--- config.mk ---
export PLATFORM = sky130hd
export DESIGN_NAME = blank_run_to_tab_compressor_core
export DESIGN_NICKNAME = d
export VERILOG_FILES = /design/src/rtl/core/brtc_pkg.sv /design/src/rtl/core/blank_run_to_tab_compressor_core.sv /design/src/rtl/core/brtc_mod_unit.sv /design/src/rtl/core/brtc_datapath.sv /design/src/rtl/core/brtc_ctrl.sv
export SDC_FILE = /design/constraint.sdc
export NUM_CORES = 1
export LEC_CHECK = 0
export ABC_AREA = 1
export BUFFER_PORTS_ARGS = -buffer_cell sky130_fd_sc_hd__buf_2
export CORE_MARGIN = 2
export CORE_UTILIZATION = 54
export DETAILED_ROUTE_END_ITERATION = 8
export PLACE_DENSITY_LB_ADDON = 0.25
export SLEW_MARGIN = 10
export SYNTH_ARGS = -nofsm -noshare
export SYNTH_HDL_FRONTEND = slang
export SYNTH_HIERARCHICAL = 1
export SYNTH_SLANG_ARGS = --single-unit
--- constraint.sdc ---
create_clock -name clk_i -period 4.4 [get_ports clk_i]
set_input_delay 0.44 -clock clk_i [delete_from_list [all_inputs] [get_ports clk_i]]
set_output_delay 0.44 -clock clk_i [all_outputs]
set_load 0.01 [all_outputs]
--- src/rtl/core/brtc_pkg.sv ---
// package of the blank run to tab compressor: codes, types and constants
package brtc_pkg;

  localparam int unsigned CHAR_W          = 8;
  localparam int unsigned COL_W           = 8;
  localparam int unsigned TW_W            = 5;
  localparam int unsigned COLUMN_LIMIT_DEF = 255;

  localparam logic [CHAR_W-1:0] CH_TAB     = 8'd9;
  localparam logic [CHAR_W-1:0] CH_NEWLINE = 8'd10;
  localparam logic [CHAR_W-1:0] CH_SPACE   = 8'd32;

  localparam logic [TW_W-1:0] TW_RESET = 5'd8;
  localparam logic [TW_W-1:0] TW_MIN   = 5'd8;
  localparam logic [TW_W-1:0] TW_MAX   = 5'd16;

  typedef enum logic [1:0] {
    ST_IDLE,
    ST_MOD_TAB,
    ST_MOD_FLUSH,
    ST_FLUSH
  } state_e;

  // commands from the controller to the datapath
  typedef struct packed {
    logic accept;       // input word taken this cycle
    logic mod_start;    // launch the remainder unit
    logic tab_finish;   // advance the column to the next tab stop
    logic flush_setup;  // load the flush cursor from the run start
    logic emit;         // put one word into the output register
  } ctrl_cmd_t;

  // status from the datapath to the controller
  typedef struct packed {
    logic in_nl;        // input word is a newline
    logic in_tab;       // input word is a tab
    logic in_space;     // input word is a space
    logic in_run;       // a blank run is pending
    logic mod_done;     // remainder is ready
    logic out_free;     // output register can take a word
    logic emit_final;   // next emitted word is the closing one
  } dp_status_t;

endpackage

--- src/rtl/core/blank_run_to_tab_compressor_core.sv ---
// A space only moves the column; a tab waits for the 8-step remainder unit.
// A plain character or newline goes via char_q to the output register once it is free.
// After a blank run, the run's tabs and spaces go out before the character.
// Output: one word per cycle from a single output register, stalls hold the flush cursor.
// Reset: asynchronous, active low; column and blank state clear, tab width returns to 8.
module blank_run_to_tab_compressor_core #(
  parameter int unsigned COLUMN_LIMIT = brtc_pkg::COLUMN_LIMIT_DEF
) (
  input  logic                         clk_i,
  input  logic                         rst_ni,
  input  logic                         cfg_we_i,
  input  logic [brtc_pkg::TW_W-1:0]    cfg_wdata_i,    // tab stop spacing
  input  logic                         s_axis_tvalid,
  output logic                         s_axis_tready,
  input  logic [brtc_pkg::CHAR_W-1:0]  s_axis_tdata,   // [7:0] in_char
  output logic                         m_axis_tvalid,
  input  logic                         m_axis_tready,
  output logic [brtc_pkg::CHAR_W-1:0]  m_axis_tdata,   // [7:0] out_char
  output logic                         m_axis_tlast    // last
);

  brtc_pkg::ctrl_cmd_t  cmd;
  brtc_pkg::dp_status_t status;

  brtc_ctrl u_ctrl (
    .clk_i      (clk_i),
    .rst_ni     (rst_ni),
    .in_valid_i (s_axis_tvalid),
    .in_ready_o (s_axis_tready),
    .status_i   (status),
    .cmd_o      (cmd)
  );

  brtc_datapath #(
    .COLUMN_LIMIT (COLUMN_LIMIT)
  ) u_dp (
    .clk_i       (clk_i),
    .rst_ni      (rst_ni),
    .cfg_we_i    (cfg_we_i),
    .cfg_wdata_i (cfg_wdata_i),
    .in_char_i   (s_axis_tdata),
    .cmd_i       (cmd),
    .status_o    (status),
    .out_ready_i (m_axis_tready),
    .out_valid_o (m_axis_tvalid),
    .out_char_o  (m_axis_tdata),
    .out_last_o  (m_axis_tlast)
  );

endmodule

--- src/rtl/core/brtc_mod_unit.sv ---
// iterative remainder unit, one quotient bit per cycle
module brtc_mod_unit (
  input  logic                          clk_i,
  input  logic                          rst_ni,
  input  logic                          start_i,
  input  logic [brtc_pkg::COL_W-1:0]    dividend_i,
  input  logic [brtc_pkg::TW_W-1:0]     divisor_i,
  output logic                          done_o,
  output logic [brtc_pkg::TW_W-2:0]     rem_o
);

  localparam int unsigned CNT_W = $clog2(brtc_pkg::COL_W);

  logic [brtc_pkg::COL_W-1:0] dvd_q, dvd_d;
  logic [brtc_pkg::TW_W-2:0]  rem_q, rem_d;
  logic [CNT_W-1:0]           cnt_q, cnt_d;
  logic                       busy_q, busy_d;
  logic                       done_q, done_d;
  logic [brtc_pkg::TW_W-1:0]  trial;
  logic [brtc_pkg::TW_W-1:0]  diff;

  // restoring step: shift in the next dividend bit, subtract if it fits
  assign trial = {rem_q, dvd_q[brtc_pkg::COL_W-1]};
  assign diff  = trial - divisor_i;

  always_comb begin
    dvd_d  = dvd_q;
    rem_d  = rem_q;
    cnt_d  = cnt_q;
    busy_d = busy_q;
    done_d = 1'b0;
    if (start_i) begin
      dvd_d  = dividend_i;
      rem_d  = '0;
      cnt_d  = '0;
      busy_d = 1'b1;
    end else if (busy_q) begin
      dvd_d = {dvd_q[brtc_pkg::COL_W-2:0], 1'b0};
      rem_d = (trial >= divisor_i) ? diff[brtc_pkg::TW_W-2:0] : trial[brtc_pkg::TW_W-2:0];
      cnt_d = cnt_q + 1'b1;
      if (cnt_q == CNT_W'(brtc_pkg::COL_W - 1)) begin
        busy_d = 1'b0;
        done_d = 1'b1;
      end
    end
  end

  // control state
  always_ff @(posedge clk_i or negedge rst_ni) begin
    if (!rst_ni) begin
      busy_q <= 1'b0;
      done_q <= 1'b0;
      cnt_q  <= '0;
    end else begin
      busy_q <= busy_d;
      done_q <= done_d;
      cnt_q  <= cnt_d;
    end
  end

  // operand registers
  always_ff @(posedge clk_i) begin
    dvd_q <= dvd_d;
    rem_q <= rem_d;
  end

  assign done_o = done_q;
  assign rem_o  = rem_q;

endmodule

--- src/rtl/core/brtc_datapath.sv ---
// datapath: column tracking, blank run state, flush cursor and output register
module brtc_datapath #(
  parameter int unsigned COLUMN_LIMIT = brtc_pkg::COLUMN_LIMIT_DEF
) (
  input  logic                          clk_i,
  input  logic                          rst_ni,
  input  logic                          cfg_we_i,
  input  logic [brtc_pkg::TW_W-1:0]     cfg_wdata_i,
  input  logic [brtc_pkg::CHAR_W-1:0]   in_char_i,
  input  brtc_pkg::ctrl_cmd_t           cmd_i,
  output brtc_pkg::dp_status_t          status_o,
  input  logic                          out_ready_i,
  output logic                          out_valid_o,
  output logic [brtc_pkg::CHAR_W-1:0]   out_char_o,
  output logic                          out_last_o
);

  localparam int unsigned CW = brtc_pkg::COL_W;
  localparam int unsigned SW = CW + 1;
  localparam logic [SW-1:0] LIMIT    = SW'(COLUMN_LIMIT);
  localparam logic [SW-1:0] STOP_OFF = '1;

  logic [brtc_pkg::TW_W-1:0]   tw_q, tw_d;
  logic [brtc_pkg::TW_W-1:0]   width;
  logic [CW-1:0]               col_q, col_d;
  logic                        run_q, run_d;
  logic [CW-1:0]               bstart_q, bstart_d;
  logic [CW-1:0]               pos_q, pos_d;
  logic [SW-1:0]               stop_q, stop_d;
  logic [brtc_pkg::CHAR_W-1:0] char_q, char_d;
  logic                        ovalid_q, ovalid_d;
  logic [brtc_pkg::CHAR_W-1:0] ochar_q, ochar_d;
  logic                        olast_q, olast_d;
  logic                        in_nl, in_tab, in_space;
  logic                        tab_due, space_due;
  logic                        mod_done;
  logic [brtc_pkg::TW_W-2:0]   rem;
  logic [CW-1:0]               mod_dvd;
  logic [SW-1:0]               col_tab;
  logic [SW-1:0]               col_inc;
  logic [SW-1:0]               run_stop;

  function automatic logic [CW-1:0] sat_col(input logic [SW-1:0] v);
    sat_col = (v > LIMIT) ? LIMIT[CW-1:0] : v[CW-1:0];
  endfunction

  // effective tab width clamped to the supported range
  always_comb begin
    if (tw_q < brtc_pkg::TW_MIN) begin
      width = brtc_pkg::TW_MIN;
    end else if (tw_q > brtc_pkg::TW_MAX) begin
      width = brtc_pkg::TW_MAX;
    end else begin
      width = tw_q;
    end
  end

  // input word classes
  assign in_nl    = (in_char_i == brtc_pkg::CH_NEWLINE);
  assign in_tab   = (in_char_i == brtc_pkg::CH_TAB);
  assign in_space = (in_char_i == brtc_pkg::CH_SPACE);

  // remainder of the column for a tab, of the run start for a flush
  assign mod_dvd = in_tab ? col_q : bstart_q;

  brtc_mod_unit u_mod (
    .clk_i      (clk_i),
    .rst_ni     (rst_ni),
    .start_i    (cmd_i.mod_start),
    .dividend_i (mod_dvd),
    .divisor_i  (width),
    .done_o     (mod_done),
    .rem_o      (rem)
  );

  // next tab stops and column increment
  assign col_tab  = SW'(col_q) + SW'(width) - SW'(rem);
  assign run_stop = SW'(bstart_q) + SW'(width) - SW'(rem);
  assign col_inc  = SW'(col_q) + SW'(1);

  // flush decisions
  assign tab_due   = (stop_q <= SW'(col_q));
  assign space_due = (pos_q < col_q);

  always_comb begin
    tw_d     = cfg_we_i ? cfg_wdata_i : tw_q;
    col_d    = col_q;
    run_d    = run_q;
    bstart_d = bstart_q;
    pos_d    = pos_q;
    stop_d   = stop_q;
    char_d   = char_q;
    ochar_d  = ochar_q;
    olast_d  = olast_q;
    ovalid_d = out_ready_i ? 1'b0 : ovalid_q;

    // input word taken
    if (cmd_i.accept) begin
      if (in_nl) begin
        col_d    = '0;
        run_d    = 1'b0;
        bstart_d = '0;
        char_d   = in_char_i;
        pos_d    = '0;
        stop_d   = STOP_OFF;
      end else if (in_tab || in_space) begin
        if (!run_q) begin
          run_d    = 1'b1;
          bstart_d = col_q;
        end
        if (in_space) begin
          col_d = sat_col(col_inc);
        end
      end else begin
        char_d = in_char_i;
        if (!run_q) begin
          pos_d  = col_q;
          stop_d = STOP_OFF;
        end
      end
    end

    // tab finished its remainder
    if (cmd_i.tab_finish) begin
      col_d = sat_col(col_tab);
    end

    // flush cursor from the start of the run
    if (cmd_i.flush_setup) begin
      run_d  = 1'b0;
      pos_d  = bstart_q;
      stop_d = run_stop;
    end

    // one output word: tab, space or the held character
    if (cmd_i.emit) begin
      ovalid_d = 1'b1;
      if (tab_due) begin
        ochar_d = brtc_pkg::CH_TAB;
        olast_d = 1'b0;
        pos_d   = stop_q[CW-1:0];
        stop_d  = stop_q + SW'(width);
      end else if (space_due) begin
        ochar_d = brtc_pkg::CH_SPACE;
        olast_d = 1'b0;
        pos_d   = pos_q + 1'b1;
      end else begin
        ochar_d = char_q;
        olast_d = 1'b1;
        if (char_q != brtc_pkg::CH_NEWLINE) begin
          col_d = sat_col(col_inc);
        end
      end
    end
  end

  // control and architectural state
  always_ff @(posedge clk_i or negedge rst_ni) begin
    if (!rst_ni) begin
      tw_q     <= brtc_pkg::TW_RESET;
      col_q    <= '0;
      run_q    <= 1'b0;
      bstart_q <= '0;
      ovalid_q <= 1'b0;
    end else begin
      tw_q     <= tw_d;
      col_q    <= col_d;
      run_q    <= run_d;
      bstart_q <= bstart_d;
      ovalid_q <= ovalid_d;
    end
  end

  // payload registers
  always_ff @(posedge clk_i) begin
    pos_q   <= pos_d;
    stop_q  <= stop_d;
    char_q  <= char_d;
    ochar_q <= ochar_d;
    olast_q <= olast_d;
  end

  assign status_o.in_nl      = in_nl;
  assign status_o.in_tab     = in_tab;
  assign status_o.in_space   = in_space;
  assign status_o.in_run     = run_q;
  assign status_o.mod_done   = mod_done;
  assign status_o.out_free   = !ovalid_q || out_ready_i;
  assign status_o.emit_final = !tab_due && !space_due;

  assign out_valid_o = ovalid_q;
  assign out_char_o  = ochar_q;
  assign out_last_o  = olast_q;

endmodule

--- src/rtl/core/brtc_ctrl.sv ---
// controller: sequences accept, remainder wait and flush emission
module brtc_ctrl (
  input  logic                  clk_i,
  input  logic                  rst_ni,
  input  logic                  in_valid_i,
  output logic                  in_ready_o,
  input  brtc_pkg::dp_status_t  status_i,
  output brtc_pkg::ctrl_cmd_t   cmd_o
);

  brtc_pkg::state_e state_q, state_d;
  logic             is_other;

  assign is_other = !status_i.in_nl && !status_i.in_tab && !status_i.in_space;

  // next state
  always_comb begin
    state_d = state_q;
    case (state_q)
      brtc_pkg::ST_IDLE: begin
        if (in_valid_i) begin
          if (status_i.in_nl) begin
            state_d = brtc_pkg::ST_FLUSH;
          end else if (status_i.in_tab) begin
            state_d = brtc_pkg::ST_MOD_TAB;
          end else if (is_other) begin
            state_d = status_i.in_run ? brtc_pkg::ST_MOD_FLUSH : brtc_pkg::ST_FLUSH;
          end
        end
      end
      brtc_pkg::ST_MOD_TAB: begin
        if (status_i.mod_done) begin
          state_d = brtc_pkg::ST_IDLE;
        end
      end
      brtc_pkg::ST_MOD_FLUSH: begin
        if (status_i.mod_done) begin
          state_d = brtc_pkg::ST_FLUSH;
        end
      end
      brtc_pkg::ST_FLUSH: begin
        if (status_i.out_free && status_i.emit_final) begin
          state_d = brtc_pkg::ST_IDLE;
        end
      end
      default: begin
        state_d = brtc_pkg::ST_IDLE;
      end
    endcase
  end

  // outputs
  always_comb begin
    in_ready_o        = 1'b0;
    cmd_o             = '0;
    case (state_q)
      brtc_pkg::ST_IDLE: begin
        in_ready_o       = 1'b1;
        cmd_o.accept     = in_valid_i;
        cmd_o.mod_start  = in_valid_i &&
                           (status_i.in_tab || (is_other && status_i.in_run));
      end
      brtc_pkg::ST_MOD_TAB: begin
        cmd_o.tab_finish = status_i.mod_done;
      end
      brtc_pkg::ST_MOD_FLUSH: begin
        cmd_o.flush_setup = status_i.mod_done;
      end
      brtc_pkg::ST_FLUSH: begin
        cmd_o.emit = status_i.out_free;
      end
      default: begin
        cmd_o = '0;
      end
    endcase
  end

  always_ff @(posedge clk_i or negedge rst_ni) begin
    if (!rst_ni) begin
      state_q <= brtc_pkg::ST_IDLE;
    end else begin
      state_q <= state_d;
    end
  end

endmodule

; After elaboration in Yosys (flattened, before gate mapping)
; Cells that the tools add are included.
[word_totals]
ff_bits = 76
in_bits = 18
elab_cells = 141
[op_classes]
addsub = 9
magnitude_cmp = 7
eq_ne = 15
muxes = 67
n_reduce_logical = 26
[ops]
columns = operator, count
row1 = 2-to-1 mux 8 bit, 27
row2 = 2-to-1 mux 9 bit, 7
row3 = adder 8 x 5 -> 9 bit, 2
row4 = greater-than comparator 9 x 8 -> 1 bit (second input constant), 2
row5 = 2-to-1 mux 1 bit, 18
row6 = subtractor 9 x 4 -> 9 bit, 2
row7 = == test 8 x 4 -> 1 bit (second input constant), 2
row8 = 2-to-1 mux 2 bit, 8
row9 = 2-to-1 mux 5 bit, 2
row10 = adder 8 x 1 -> 9 bit (second input constant), 1
row11 = adder 9 x 5 -> 9 bit, 1
row12 = less-or-equal comparator 9 x 8 -> 1 bit, 1
row13 = adder 8 x 1 -> 8 bit (second input constant), 1
row14 = == test 8 x 6 -> 1 bit (second input constant), 1
row15 = < comparator 8 bit, 1
row16 = != test 2 x 1 -> 1 bit (second input constant), 4
row17 = != test 8 x 4 -> 1 bit (second input constant), 1
row18 = case mux 2 bit (4 select lines), 1
row19 = nonzero test 2 bit, 4
row20 = logical AND 1 bit, 6
row21 = zero test 1 bit, 6
row22 = 2-to-1 mux 3 bit, 2
row23 = 2-to-1 mux 6 bit, 1
row24 = greater-or-equal comparator 5 bit, 1
row25 = 17 further kinds, 22

; Depth between registers and ports, before layout
; Gate-level depths: netlist (run 1).
[depth]
ltp_word = 14
depth_mapped = 19
depth_no_buf = 18

; Cells and area by module
; Netlist (run 1), hierarchy kept.
[modules_own_cells]
columns = module, n_inst, cells_each, area_per_inst_um2, seq_area_each_um2
row1 = brtc_datapath, 1, 658, 4852.2, 1427.6
row2 = brtc_mod_unit, 1, 110, 942.2, 445.4
row3 = brtc_ctrl, 1, 37, 221.5, 50.0

; Least setup slack after synthesis (run 1)
; Ideal clock, no wire load.
[synth_path]
path_type = register to register
start = reg u_dp/tw_q[4] (netlist bit)
end = reg u_dp.col_q[3]
setup_time_ns = 0.120
arrival_ns = 2.953
required_time_ns = 4.280
path_slack_ns = 1.327
stages_incl_launch_ff = 20
n_path_buf = 1
cell_sequence = dfrtp_1 -> inv_1 -> nand2_1 -> nor2_1 -> inv_1 -> fa_1 -> inv_1 -> fa_1 -> nand3_1 -> nand3_1 -> nand4_1 -> nand2_1 -> nand2_1 -> and2_1 -> buf_2 -> nand2_1 -> nand2_1 -> inv_1 -> nor2_1 -> a21oi_2
[synth_via]
elab_chain_cells = 12
[synth_lines]
columns = element, line
row1 = start: declaration, brtc_datapath.sv:23  ; logic [brtc_pkg::TW_W-1:0] tw_q, tw_d;
row2 = start signal: assignment, brtc_datapath.sv:160  ; tw_q <= brtc_pkg::TW_RESET;
row3 = start signal: assignment, brtc_datapath.sv:166  ; tw_q <= tw_d;
row4 = greater-than comparator 5 bit, brtc_datapath.sv:51  ; end else if (tw_q > brtc_pkg::TW_MAX) begin
row5 = 2-to-1 mux 5 bit, brtc_datapath.sv:51
row6 = 2-to-1 mux 5 bit *, brtc_datapath.sv:49  ; if (tw_q < brtc_pkg::TW_MIN) begin
row7 = "named net u_dp.width, one bit", brtc_datapath.sv:24  ; logic [brtc_pkg::TW_W-1:0] width;
row8 = adder 8 x 5 -> 9 bit *, brtc_datapath.sv:77  ; assign col_tab = SW'(col_q) + SW'(width) - SW'(rem);
row9 = subtractor 9 x 4 -> 9 bit *, brtc_datapath.sv:77
row10 = greater-than comparator 9 x 8 -> 1 bit, brtc_datapath.sv:44  ; sat_col = (v > LIMIT) ? LIMIT[CW-1:0] : v[CW-1:0];
row11 = 2-to-1 mux 8 bit *, brtc_datapath.sv:44
row12 = 2-to-1 mux 8 bit *, brtc_datapath.sv:124  ; if (cmd_i.tab_finish) begin
row13 = 2-to-1 mux 8 bit, brtc_datapath.sv:150  ; if (char_q != brtc_pkg::CH_NEWLINE) begin
row14 = 2-to-1 mux 8 bit, brtc_datapath.sv:143  ; end else if (space_due) begin
row15 = 2-to-1 mux 8 bit, brtc_datapath.sv:138  ; if (tab_due) begin
row16 = 2-to-1 mux 8 bit *, brtc_datapath.sv:136  ; if (cmd_i.emit) begin
row17 = named net u_dp.col_d[3], brtc_datapath.sv:25  ; logic [CW-1:0] col_q, col_d;
row18 = end signal: assignment, brtc_datapath.sv:167  ; col_q <= col_d;
row19 = end: declaration, brtc_datapath.sv:25
; Mark *: on every way through the listed nets, which the timed path passes. The rest lies on a longest branch.
; A chain may end at the register's enable or synchronous reset.

; Final worst setup path (run 1)
; Same ends and word-level chain as after synthesis.

==> metrics.md, run 1 <==
| Metric | Value |
|---|---|
| Outcome | finished, final reports clean |
| Cell variety after synth | 50 |
| Synth-to-Final Area Change | 6.76% |
| GR Overflow Total | 0 |
| Post-CTS setup buffers | 0 |
| Seq/Total Area, Yosys | 32.0% |
| Cts-stage hold buffer count | 0 |
| Flop pwr share | 26.8% |
| Yosys top cell area share | 12.5% |
| Yosys reg bits | 76 |
| Net Switching | 2220 uW |
| CTS tree | yes |
| Worst hold path class | input pin to asynchronous set/reset pin |
| Largest net degree at the start of global routing | 31 |
| Layout cell share with drive strength beyond 1 | 12.2% |
| Die area | 12000 sq um |
| Cell taking the most area after synthesis | edfxtp_1 |
| Final Critical Period | 3470 ps |
| Antenna Cells | 0 |
| FP Rows | 38 |
| Critical path capture point type | register |
| Final Hold Viols | 0 |
| Worst Setup SP | u_dp/tw_q[4] |
| EDFF count, synth | 25 |
| Max Clk Rate | 289 MHz |
| P_leak | 0.00321 uW |
| Main synth FF type | dfrtp_1 |
| Final Max Slew Viols | 0 |
| # resized after CTS | 0 |
| Global-route wire length before repair | 24600 um |
| DIE WIDTH | 110 um |
| HPWL reported at the end of detailed placement | 11400 um |
| Most frequent cells in the layout | nand2_1, inv_1, nor2_1, ha_1, a21oi_1 |
| Worst Path Required | 4670 ps |
| Syn nets | 885 |
| Antenna Nets Post-Route | 0 |
| Port Buf Inserts | 28 |
| CTS max path bufs | 2 |
| GPL Wtd Cong | 0.957 |
| Cells after DPL | 954 |
| Yosys warnings | 6 |
| Synthesized area per cell | 7.47 sq um |
| DRC | 0 |
| FF-to-FF Start | u_dp/tw_q[4] |
| WP data arrival | 3740 ps |
| Initial Utilization | 55.5% |
| Synth area leaders | edfxtp_1, dfrtp_1, nand2_1, ha_1, inv_1 |
| Setup violators final | 0 |
| Fin cells | 970 |
| PwrDens | 702 nW/um^2 |
| Initial antenna violation count | 0 |
| Most common cell after layout, fill and taps aside | nand2_1 |
| Startpoint types | register |
| Cell area after synthesis | 6020 sq um |
| Vias in the first global route | 5123 |
| Maxcap violations | 0 |
| Iter 0 DRT Violations | 407 |
| Clk Latency, worst-skew pair | 370 ps |
| Core box area | 10800 sq um |
| Average wire per standard cell | 15.5 um |
| GRT Resource Usage Total | 26.8% |
| Worst R2R Path Depth | 18 |
| Final Net Count | 905 |
| Maximum VDD drop | 0.341 mV |
| Worst-path clk slew | 90 ps |
| Via Count | 5415 |
| Synthesized instance count | 805 |
| Synth async-reset ratio | 39.5% |
| Unrepaired setup endpoints after global routing | false |
| Setup TNS | 0 ps |
| Max FO, Critical Path | 8 |
| Sink Count | 76 |
| Dpl cell area | 6220 sq um |
| Total routed wirelength | 15000 um |
| CTS root buffer | clkbuf_8 |
| Worst-Margin Slew | 751 ps |
| Final period utilization | 78.8% |
| Switching share of total power | 49.3% |
| Ports | 29 |
| Initial DRT Pass Iterations | 5 |
| Clock Power Share | 12.4% |
| Setup Crit Path Kind | register to register |
| Clock Skew | 15.2 ps |
| Die Ht | 110 um |
| Via density per instance | 5.58 |
| Design area | 6420 sq um |
| Combinational Power Share | 60.7% |
| H-tree depth | 3 |
| Inserted Clock Buffers | 9 |
| Slew Limit Headroom | 49.9% |
| Internal power | 2290 uW |
==> cell usage after synthesis, types with 7 or more instances <==
master / n
a21oi_1: 51
dfxtp_1: 21
o22ai_1: 12
o21ai_0: 38
nand4_1: 10
xor2_1: 11
nor2_1: 54
clkbuf_1: 8
o211ai_1: 9
o21ai_1: 23
inv_1: 113
fa_1: 10
nor2_2: 7
edfxtp_1: 25
nand3_1: 46
ha_1: 52
inv_2: 13
dfrtp_1: 29
nand2_1: 191
xnor2_1: 11
==> worst max-delay path, cell delays in order (launching register included) <==
cell,delay [ps]
dfrtp_1,420
inv_1,270
nand2_1,140
nor2_1,210
inv_1,160
fa_1,550
inv_1,70
fa_1,470
nand3_1,90
nand3_1,120
nand4_1,120
nand2_1,60
nand2_1,40
and2_1,270
nand2_1,90
nand2_1,70
inv_1,40
nor2_1,110
a21oi_2,70
==> path summary, 6_finish.rpt <==
kind | slack (ps) | endpoint
min in group clk_i | 250 | u_dp/char_q[7]
min | 120 | u_dp/run_q
max | 930 | u_dp/col_q[3]
max reg2reg | 930 | u_dp/col_q[3]
min reg2reg | 500 | u_dp/u_mod/rem_o[3]
max in group asynchronous | 3780 | u_dp/u_mod/cnt_q[1]
==> cells by family after synthesis <==
family / after synthesis / share of synthesized area, %
xor gates and xnor gates: 22 / 3.20
adders and majority gates: 62 / 14.1
AOI/OAI and AO/OA: 155 / 15.1
and+or+nand+nor: 338 / 25.1
DFF: 76 / 32.0
buffers and inverters: 151 / 10.3
muxes: 1 / 0.187
==> state kept, by name (all words and copies together) (netlist names) <==
| register | count |
|---|---|
| u_dp/stop_q | 9 |
| u_dp/out_char_o | 8 |
| u_dp/char_q | 8 |
| u_dp/out_valid_o | 1 |
| u_dp/bstart_q | 8 |
| u_dp/u_mod/done_o | 1 |
| u_dp/run_q | 1 |
| u_dp/u_mod/rem_o | 4 |
| u_dp/u_mod/cnt_q | 3 |
| u_ctrl/state_q | 2 |
| u_dp/col_q | 8 |
| u_dp/pos_q | 8 |
| u_dp/tw_q | 5 |
| u_dp/out_last_o | 1 |
| u_dp/u_mod/dvd_q | 8 |
| u_dp/u_mod/busy_q | 1 |
==> per-layer routing <==
layer,part of all wire (%),track usage [%]
met3,6.4,4.74
met5,0,0
met2,48,45.8
met1,44,34.2
met4,1.6,8.77
==> per-stage QoR <==
step | worst slack [ps] | utilization (%) | hold WS (ps) | total power (uW)
after floorplan | 1330 | - | 144 | 3320
after global placement | 1050 | 57.4 | 488 | 3840
after detailed placement | 948 | 57.4 | 487 | 3920
after CTS | 929 | 59.2 | 140 | 4500
after global routing | 627 | 59.2 | 183 | 4960
final | 935 | 59.2 | 125 | 4510
==> power groups by stage <==
stage	Sequential, uW	Combinational [uW]	Clock [uW]
detailed placement	1220	2700	0
CTS	1210	2720	576
global placement	1210	2630	0
floorplan	1160	2160	0
global route	1240	3120	600
finish	1210	2740	560
==> layout make-up <==
class	instances	area (sq um)
Multi-Input combinational cell	578	3470
Fill cell	1039	4420
Timing Repair Buffer	31	163
Tap cell	140	175
Clock inverter	6	72.6
Inverter	129	487
Sequential cell	76	1920
Clock buffer	10	128
No activity file was read; power rests on OpenSTA's default activity.
==> run 2, diff against run 1 <==
clock period = 3.5 ns   (was 4.4 ns; I/O delays follow)
==> metrics.md, run 2 (synthesis results as in run 1) <==
| Metric | Value |
|---|---|
| Outcome | finished, final reports clean |
| GRT Resource Usage Total | 26.9% (+0.16 points) |
| Setup violators final | 0 (unchanged) |
| Maximum VDD drop | 0.510 mV (+49%) |
| Max Clk Rate | 315 MHz (+9.2%) |
| Most frequent cells in the layout | nand2_1, inv_1, nor2_1, ha_1, a21oi_1 |
| Design area | 6450 sq um (+0.37%) |
| Via density per instance | 5.53 (-0.87%) |
| Sink Count | 76 (unchanged) |
| P_leak | 0.00323 uW (+0.63%) |
| Worst-path clk slew | 90 ps (about the same) |
| Final Net Count | 911 (+0.66%) |
| Die Ht | 110 um (unchanged) |
| Vias in the first global route | 5299 (+3.4%) |
| Global-route wire length before repair | 25000 um (+1.5%) |
| Final period utilization | 90.7% (+12 points) |
| Clock Skew | 9.69 ps (-5.50 ps) |
| Layout cell share with drive strength beyond 1 | 12.9% (+0.75 points) |
| FP Rows | 38 (unchanged) |
| Critical path capture point type | register |
| Biggest register | u_dp/stop_q |
| WP data arrival | 3440 ps (-300 ps) |
| Final Hold Viols | 0 (unchanged) |
| Antenna Cells | 0 (unchanged) |
| Max FO, Critical Path | 8 (unchanged) |
| Worst Path Required | 3760 ps (-910 ps) |
| Clk Latency, worst-skew pair | 370 ps (about the same) |
| Worst hold path class | input pin to asynchronous set/reset pin |
| H-tree depth | 3 (unchanged) |
| Worst R2R Path Depth | 17 (-1) |
| Initial Utilization | 55.5% (unchanged) |
| Largest net degree at the start of global routing | 31 (unchanged) |
| Inserted Clock Buffers | 9 (unchanged) |
| FF-to-FF Start | u_dp/tw_q[3] |
| Core box area | 10800 sq um (unchanged) |
| Final Critical Period | 3170 ps (-291 ps) |
| Via Count | 5401 (-0.26%) |
| Final Max Slew Viols | 0 (unchanged) |
| HPWL reported at the end of detailed placement | 11200 um (-1.1%) |
| Most common cell after layout, fill and taps aside | nand2_1 |
| Iter 0 DRT Violations | 314 (-23%) |
| Synth-to-Final Area Change | 7.15% |
| Startpoint types | register |
| CTS tree | yes |
| Cells after DPL | 960 (+0.63%) |
| Initial antenna violation count | 0 (unchanged) |
| Fin util | 59.5% (+0.22 points) |
| PwrDens | 873 nW/um^2 (+24%) |
| Unrepaired setup endpoints after global routing | false |
| Antenna Nets Post-Route | 0 (unchanged) |
| Total routed wirelength | 14900 um (-0.69%) |
| Dpl cell area | 6270 sq um (+0.72%) |
| Initial DRT Pass Iterations | 5 (unchanged) |
| Worst Setup SP | u_dp/tw_q[3] |
| DIE WIDTH | 110 um (unchanged) |
| Setup TNS | 0 ps (unchanged) |
| GR Overflow Total | 0 (unchanged) |
| CTS root buffer | clkbuf_8 |
| Internal reg-to-reg setup slack | 330 ps (-610 ps) |
| Setup Crit Path Kind | register to register |
| Die area | 12000 sq um (unchanged) |
| Post-CTS setup buffers | 0 (unchanged) |
| Fin cells | 976 (+0.62%) |
| CTS max path bufs | 2 (unchanged) |
| Worst R2R End | u_dp/col_q[3] |
| DRC | 0 (unchanged) |
| Worst-Margin Slew | 736 ps (-14.5 ps) |
| Max FFs per register | 9 (unchanged) |
| Slew Limit Headroom | 50.9% (+0.96 points) |
| Maxcap violations | 0 (unchanged) |
| Port Buf Inserts | 28 (unchanged) |
| Fillers | 1014 (-2.4%) |
| Ports | 29 (unchanged) |
| GPL Wtd Cong | 0.936 (-2.2%) |
| Average wire per standard cell | 15.3 um (-1.3%) |
==> run 2: stage by stage <==
step | hold slack, ps | power (uW) | worst slack [ps]
floorplan | 54.4 | 4170 | 427
global placement | 448 | 4830 | 335
detailed placement | 454 | 4940 | 267
CTS | 50.0 | 5600 | 243
global route | 76.1 | 6210 | 45.0
finish | 32.3 | 5620 | 326
==> run 2: timing repair <==
action | in CTS | in global routing
setup endpoints to repair | 0 | 2
hold buffers | 0 | 0
gates resized for setup | 0 | 1
==> run 2: worst max-delay path by stage <==
stage,slack [ps],to
final,330,u_dp/col_q[3]
after global placement,330,u_dp/col_q[3]
after CTS,240,u_dp/col_q[3]
after floorplan,430,u_dp/col_q[3]
after detailed placement,270,u_dp/col_q[3]
after global routing,50,u_dp/col_q[3]
==> run 2: per-layer routing <==
metal	up-vias	global-route usage (%)	part of all wire, %
li1	2695	-	-
met5	-	0	0
met1	2515	33.8	44
met4	0	10.3	2.0
met3	26	4.80	5.8
met2	165	46.0	48
==> run 2: worst max-delay path, stage by stage, from the launching register on <==
cell and delay [ps]:
dfstp_2 540, nand2_1 80, nor2_1 200, inv_1 170, fa_1 550, inv_1 70, fa_1 460, nand3_1 90
nand3_1 130, nand4_1 130, nand2_1 70, nand2_1 50, and2_2 210, nand2_1 70, nand2_1 50, inv_1 30
nor2_1 110, a21oi_2 60
==> run 2: final cells by class <==
type,count,area (sq um),share of cell area [%]
clock inverter,5,36.3,0.563
tap,140,175,2.72
clock buffer,11,141,2.19
inverter,129,487,7.55
timing repair buffer,37,208,3.22
sequential,76,1920,29.8
multi-input combinational,578,3480,53.9
==> run 2: power breakdown <==
part | total [uW] | internal, uW | switching (uW)
logic | 3470 | 1320 | 2150
registers | 1520 | 1230 | 289
clock network | 634 | 280 | 354
total | 5620 | 2830 | 2790
==> run 3, diff against run 2 <==
clock period = 3.25 ns   (was 3.5 ns; I/O delays follow)
==> metrics.md, run 3 (synthesis results as in run 1) <==
| Metric | Value |
|---|---|
| Worst-path clk slew | 90 ps (about the same) |
| Via density per instance | 5.55 (+0.21%) |
| Worst Path Required | 3520 ps (-240 ps) |
| Outcome | finished, final reports clean |
| Average wire per standard cell | 15.5 um (+1.3%) |
| Final WS setup | 244 ps (-81.5 ps) |
| Startpoint types | register |
| Setup Crit Path Kind | register to register |
| WP data arrival | 3280 ps (-160 ps) |
| Vias in the first global route | 5268 (-0.59%) |
| Initial DRT Pass Iterations | 5 (unchanged) |
| Antenna Cells | 0 (unchanged) |
| P_leak | 0.00326 uW (+0.92%) |
| Layout cell share with drive strength beyond 1 | 13.3% (+0.43 points) |
| Worst hold path class | input pin to asynchronous set/reset pin |
| Final Max Slew Viols | 0 (unchanged) |
| DIE WIDTH | 110 um (unchanged) |
| Port Buf Inserts | 28 (unchanged) |
| Cells after DPL | 963 (+0.31%) |
| Die Ht | 110 um (unchanged) |
| Final Critical Period | 3010 ps (-169 ps) |
| Die area | 12000 sq um (unchanged) |
| Antenna Nets Post-Route | 0 (unchanged) |
| Final Net Count | 914 (+0.33%) |
| FP Rows | 38 (unchanged) |
| GR Overflow Total | 0 (unchanged) |
| Fin util | 60.0% (+0.57 points) |
| Max FO, Critical Path | 8 (unchanged) |
| Max FFs per register | 9 (unchanged) |
| Most common cell after layout, fill and taps aside | nand2_1 |
| H-tree depth | 3 (unchanged) |
| DRC | 0 (unchanged) |
| Post-Place Worst Slack | 113 ps (-154 ps) |
| Max Clk Rate | 333 MHz (+5.6%) |
| Internal reg-to-reg setup slack | 240 ps (-80 ps) |
| Synth-to-Final Area Change | 8.17% |
| Slew Limit Headroom | 50.4% (-0.55 points) |
| Global-route wire length before repair | 25400 um (+1.5%) |
| Biggest register | u_dp/stop_q |
| Clk Latency, worst-skew pair | 380 ps (about the same) |
| Maxcap violations | 0 (unchanged) |
| # resized after CTS | 0 (unchanged) |
| PwrDens | 955 nW/um^2 (+9.5%) |
| Worst Hold Slack | 3.50 ps (-28.8 ps) |
| GPL Wtd Cong | 0.917 (-2.1%) |
| Final Hold Viols | 0 (unchanged) |
| GRT Resource Usage Total | 27.7% (+0.77 points) |
| Iter 0 DRT Violations | 405 (+29%) |
| Inserted Clock Buffers | 9 (unchanged) |
| Most frequent cells in the layout | nand2_1, inv_1, nor2_1, ha_1, a21oi_1 |
| Initial Utilization | 55.5% (unchanged) |
| Largest net degree at the start of global routing | 31 (unchanged) |
| Fillers | 1019 (+0.49%) |
| CTS max path bufs | 2 (unchanged) |
| Setup violators final | 0 (unchanged) |
| HPWL reported at the end of detailed placement | 11500 um (+2.3%) |
| Post-CTS setup buffers | 0 (unchanged) |
| Critical path capture point type | register |
| Via Count | 5429 (+0.52%) |
| Total routed wirelength | 15200 um (+1.6%) |
| Ports | 29 (unchanged) |
| Final period utilization | 92.5% (+1.8 points) |
| Initial antenna violation count | 0 (unchanged) |
| Maximum VDD drop | 0.568 mV (+11%) |
| CTS root buffer | clkbuf_8 |
| Fin cells | 979 (+0.31%) |
| Sink Count | 76 (unchanged) |
| Worst-Margin Slew | 745 ps (+8.26 ps) |
| Clock Skew | 17.1 ps (+7.37 ps) |
| CTS tree | yes |
| Core box area | 10800 sq um (unchanged) |
| Cts-stage hold buffer count | 0 (unchanged) |
## run 3: final timing paths
check / startpoint / to / cells past startpoint
min in group clk_i: s_axis_tdata[7] / u_dp/char_q[7] / 1
hold / removal: rst_ni / u_dp/out_valid_o / 1
max in group asynchronous: rst_ni / u_dp/u_mod/cnt_q[0] / 1
hold reg to reg: u_dp/u_mod/rem_o[3] / u_dp/u_mod/rem_o[3] / 2
setup / recovery: u_dp/tw_q[3] / u_dp/col_q[3] / 17
setup reg to reg: u_dp/tw_q[3] / u_dp/col_q[3] / 17
## run 3: power by group
part | internal [uW] | switching, uW | leakage (uW) | total (uW)
logic | 1430 | 2330 | 0.00239 | 3760
registers | 1330 | 301 | 0.000763 | 1630
clock network | 435 | 393 | 0.000109 | 828
## run 3: critical path, stage by stage, from the launching register on
cell,delay [ps]
dfstp_2,540
nand2_1,90
nor2_2,140
inv_2,90
fa_1,540
inv_1,70
fa_1,460
nand3_1,90
nand3_1,130
nand4_1,120
nand2_1,60
nand2_1,50
and2_2,210
nand2_1,70
nand2_1,60
inv_1,30
nor2_1,100
a21oi_2,60
## run 3: final cells by class
type	instances	area, sq um	area share [%]
multi-input cells	578	3480	53.5
inverters	129	487	7.48
repair buffers	40	230	3.54
flip-flops and latches	76	1920	29.6
well taps	140	175	2.69
clock inverters	6	86.3	1.33
clock buffers	10	128	1.96
## run 3: metrics by stage
| step | setup TNS (ps) | total power [uW] | instance area [sq um] |
|---|---|---|---|
| after floorplan | 0 | 4500 | 6020 |
| after global placement | 0 | 5240 | 6290 |
| after detailed placement | 0 | 5350 | 6290 |
| after CTS | 0 | 6210 | 6500 |
| after global routing | -3.84 | 6850 | 6510 |
| final | 0 | 6220 | 6510 |
## run 3: metal layers
layer  track usage [%]  up-vias  wire, um
li1                  -     2701         -
met1              35.7     2529      6570
met2              47.2      175      7310
met3              3.56       24       940
met4              10.8        0       334
met5                 0        -         0
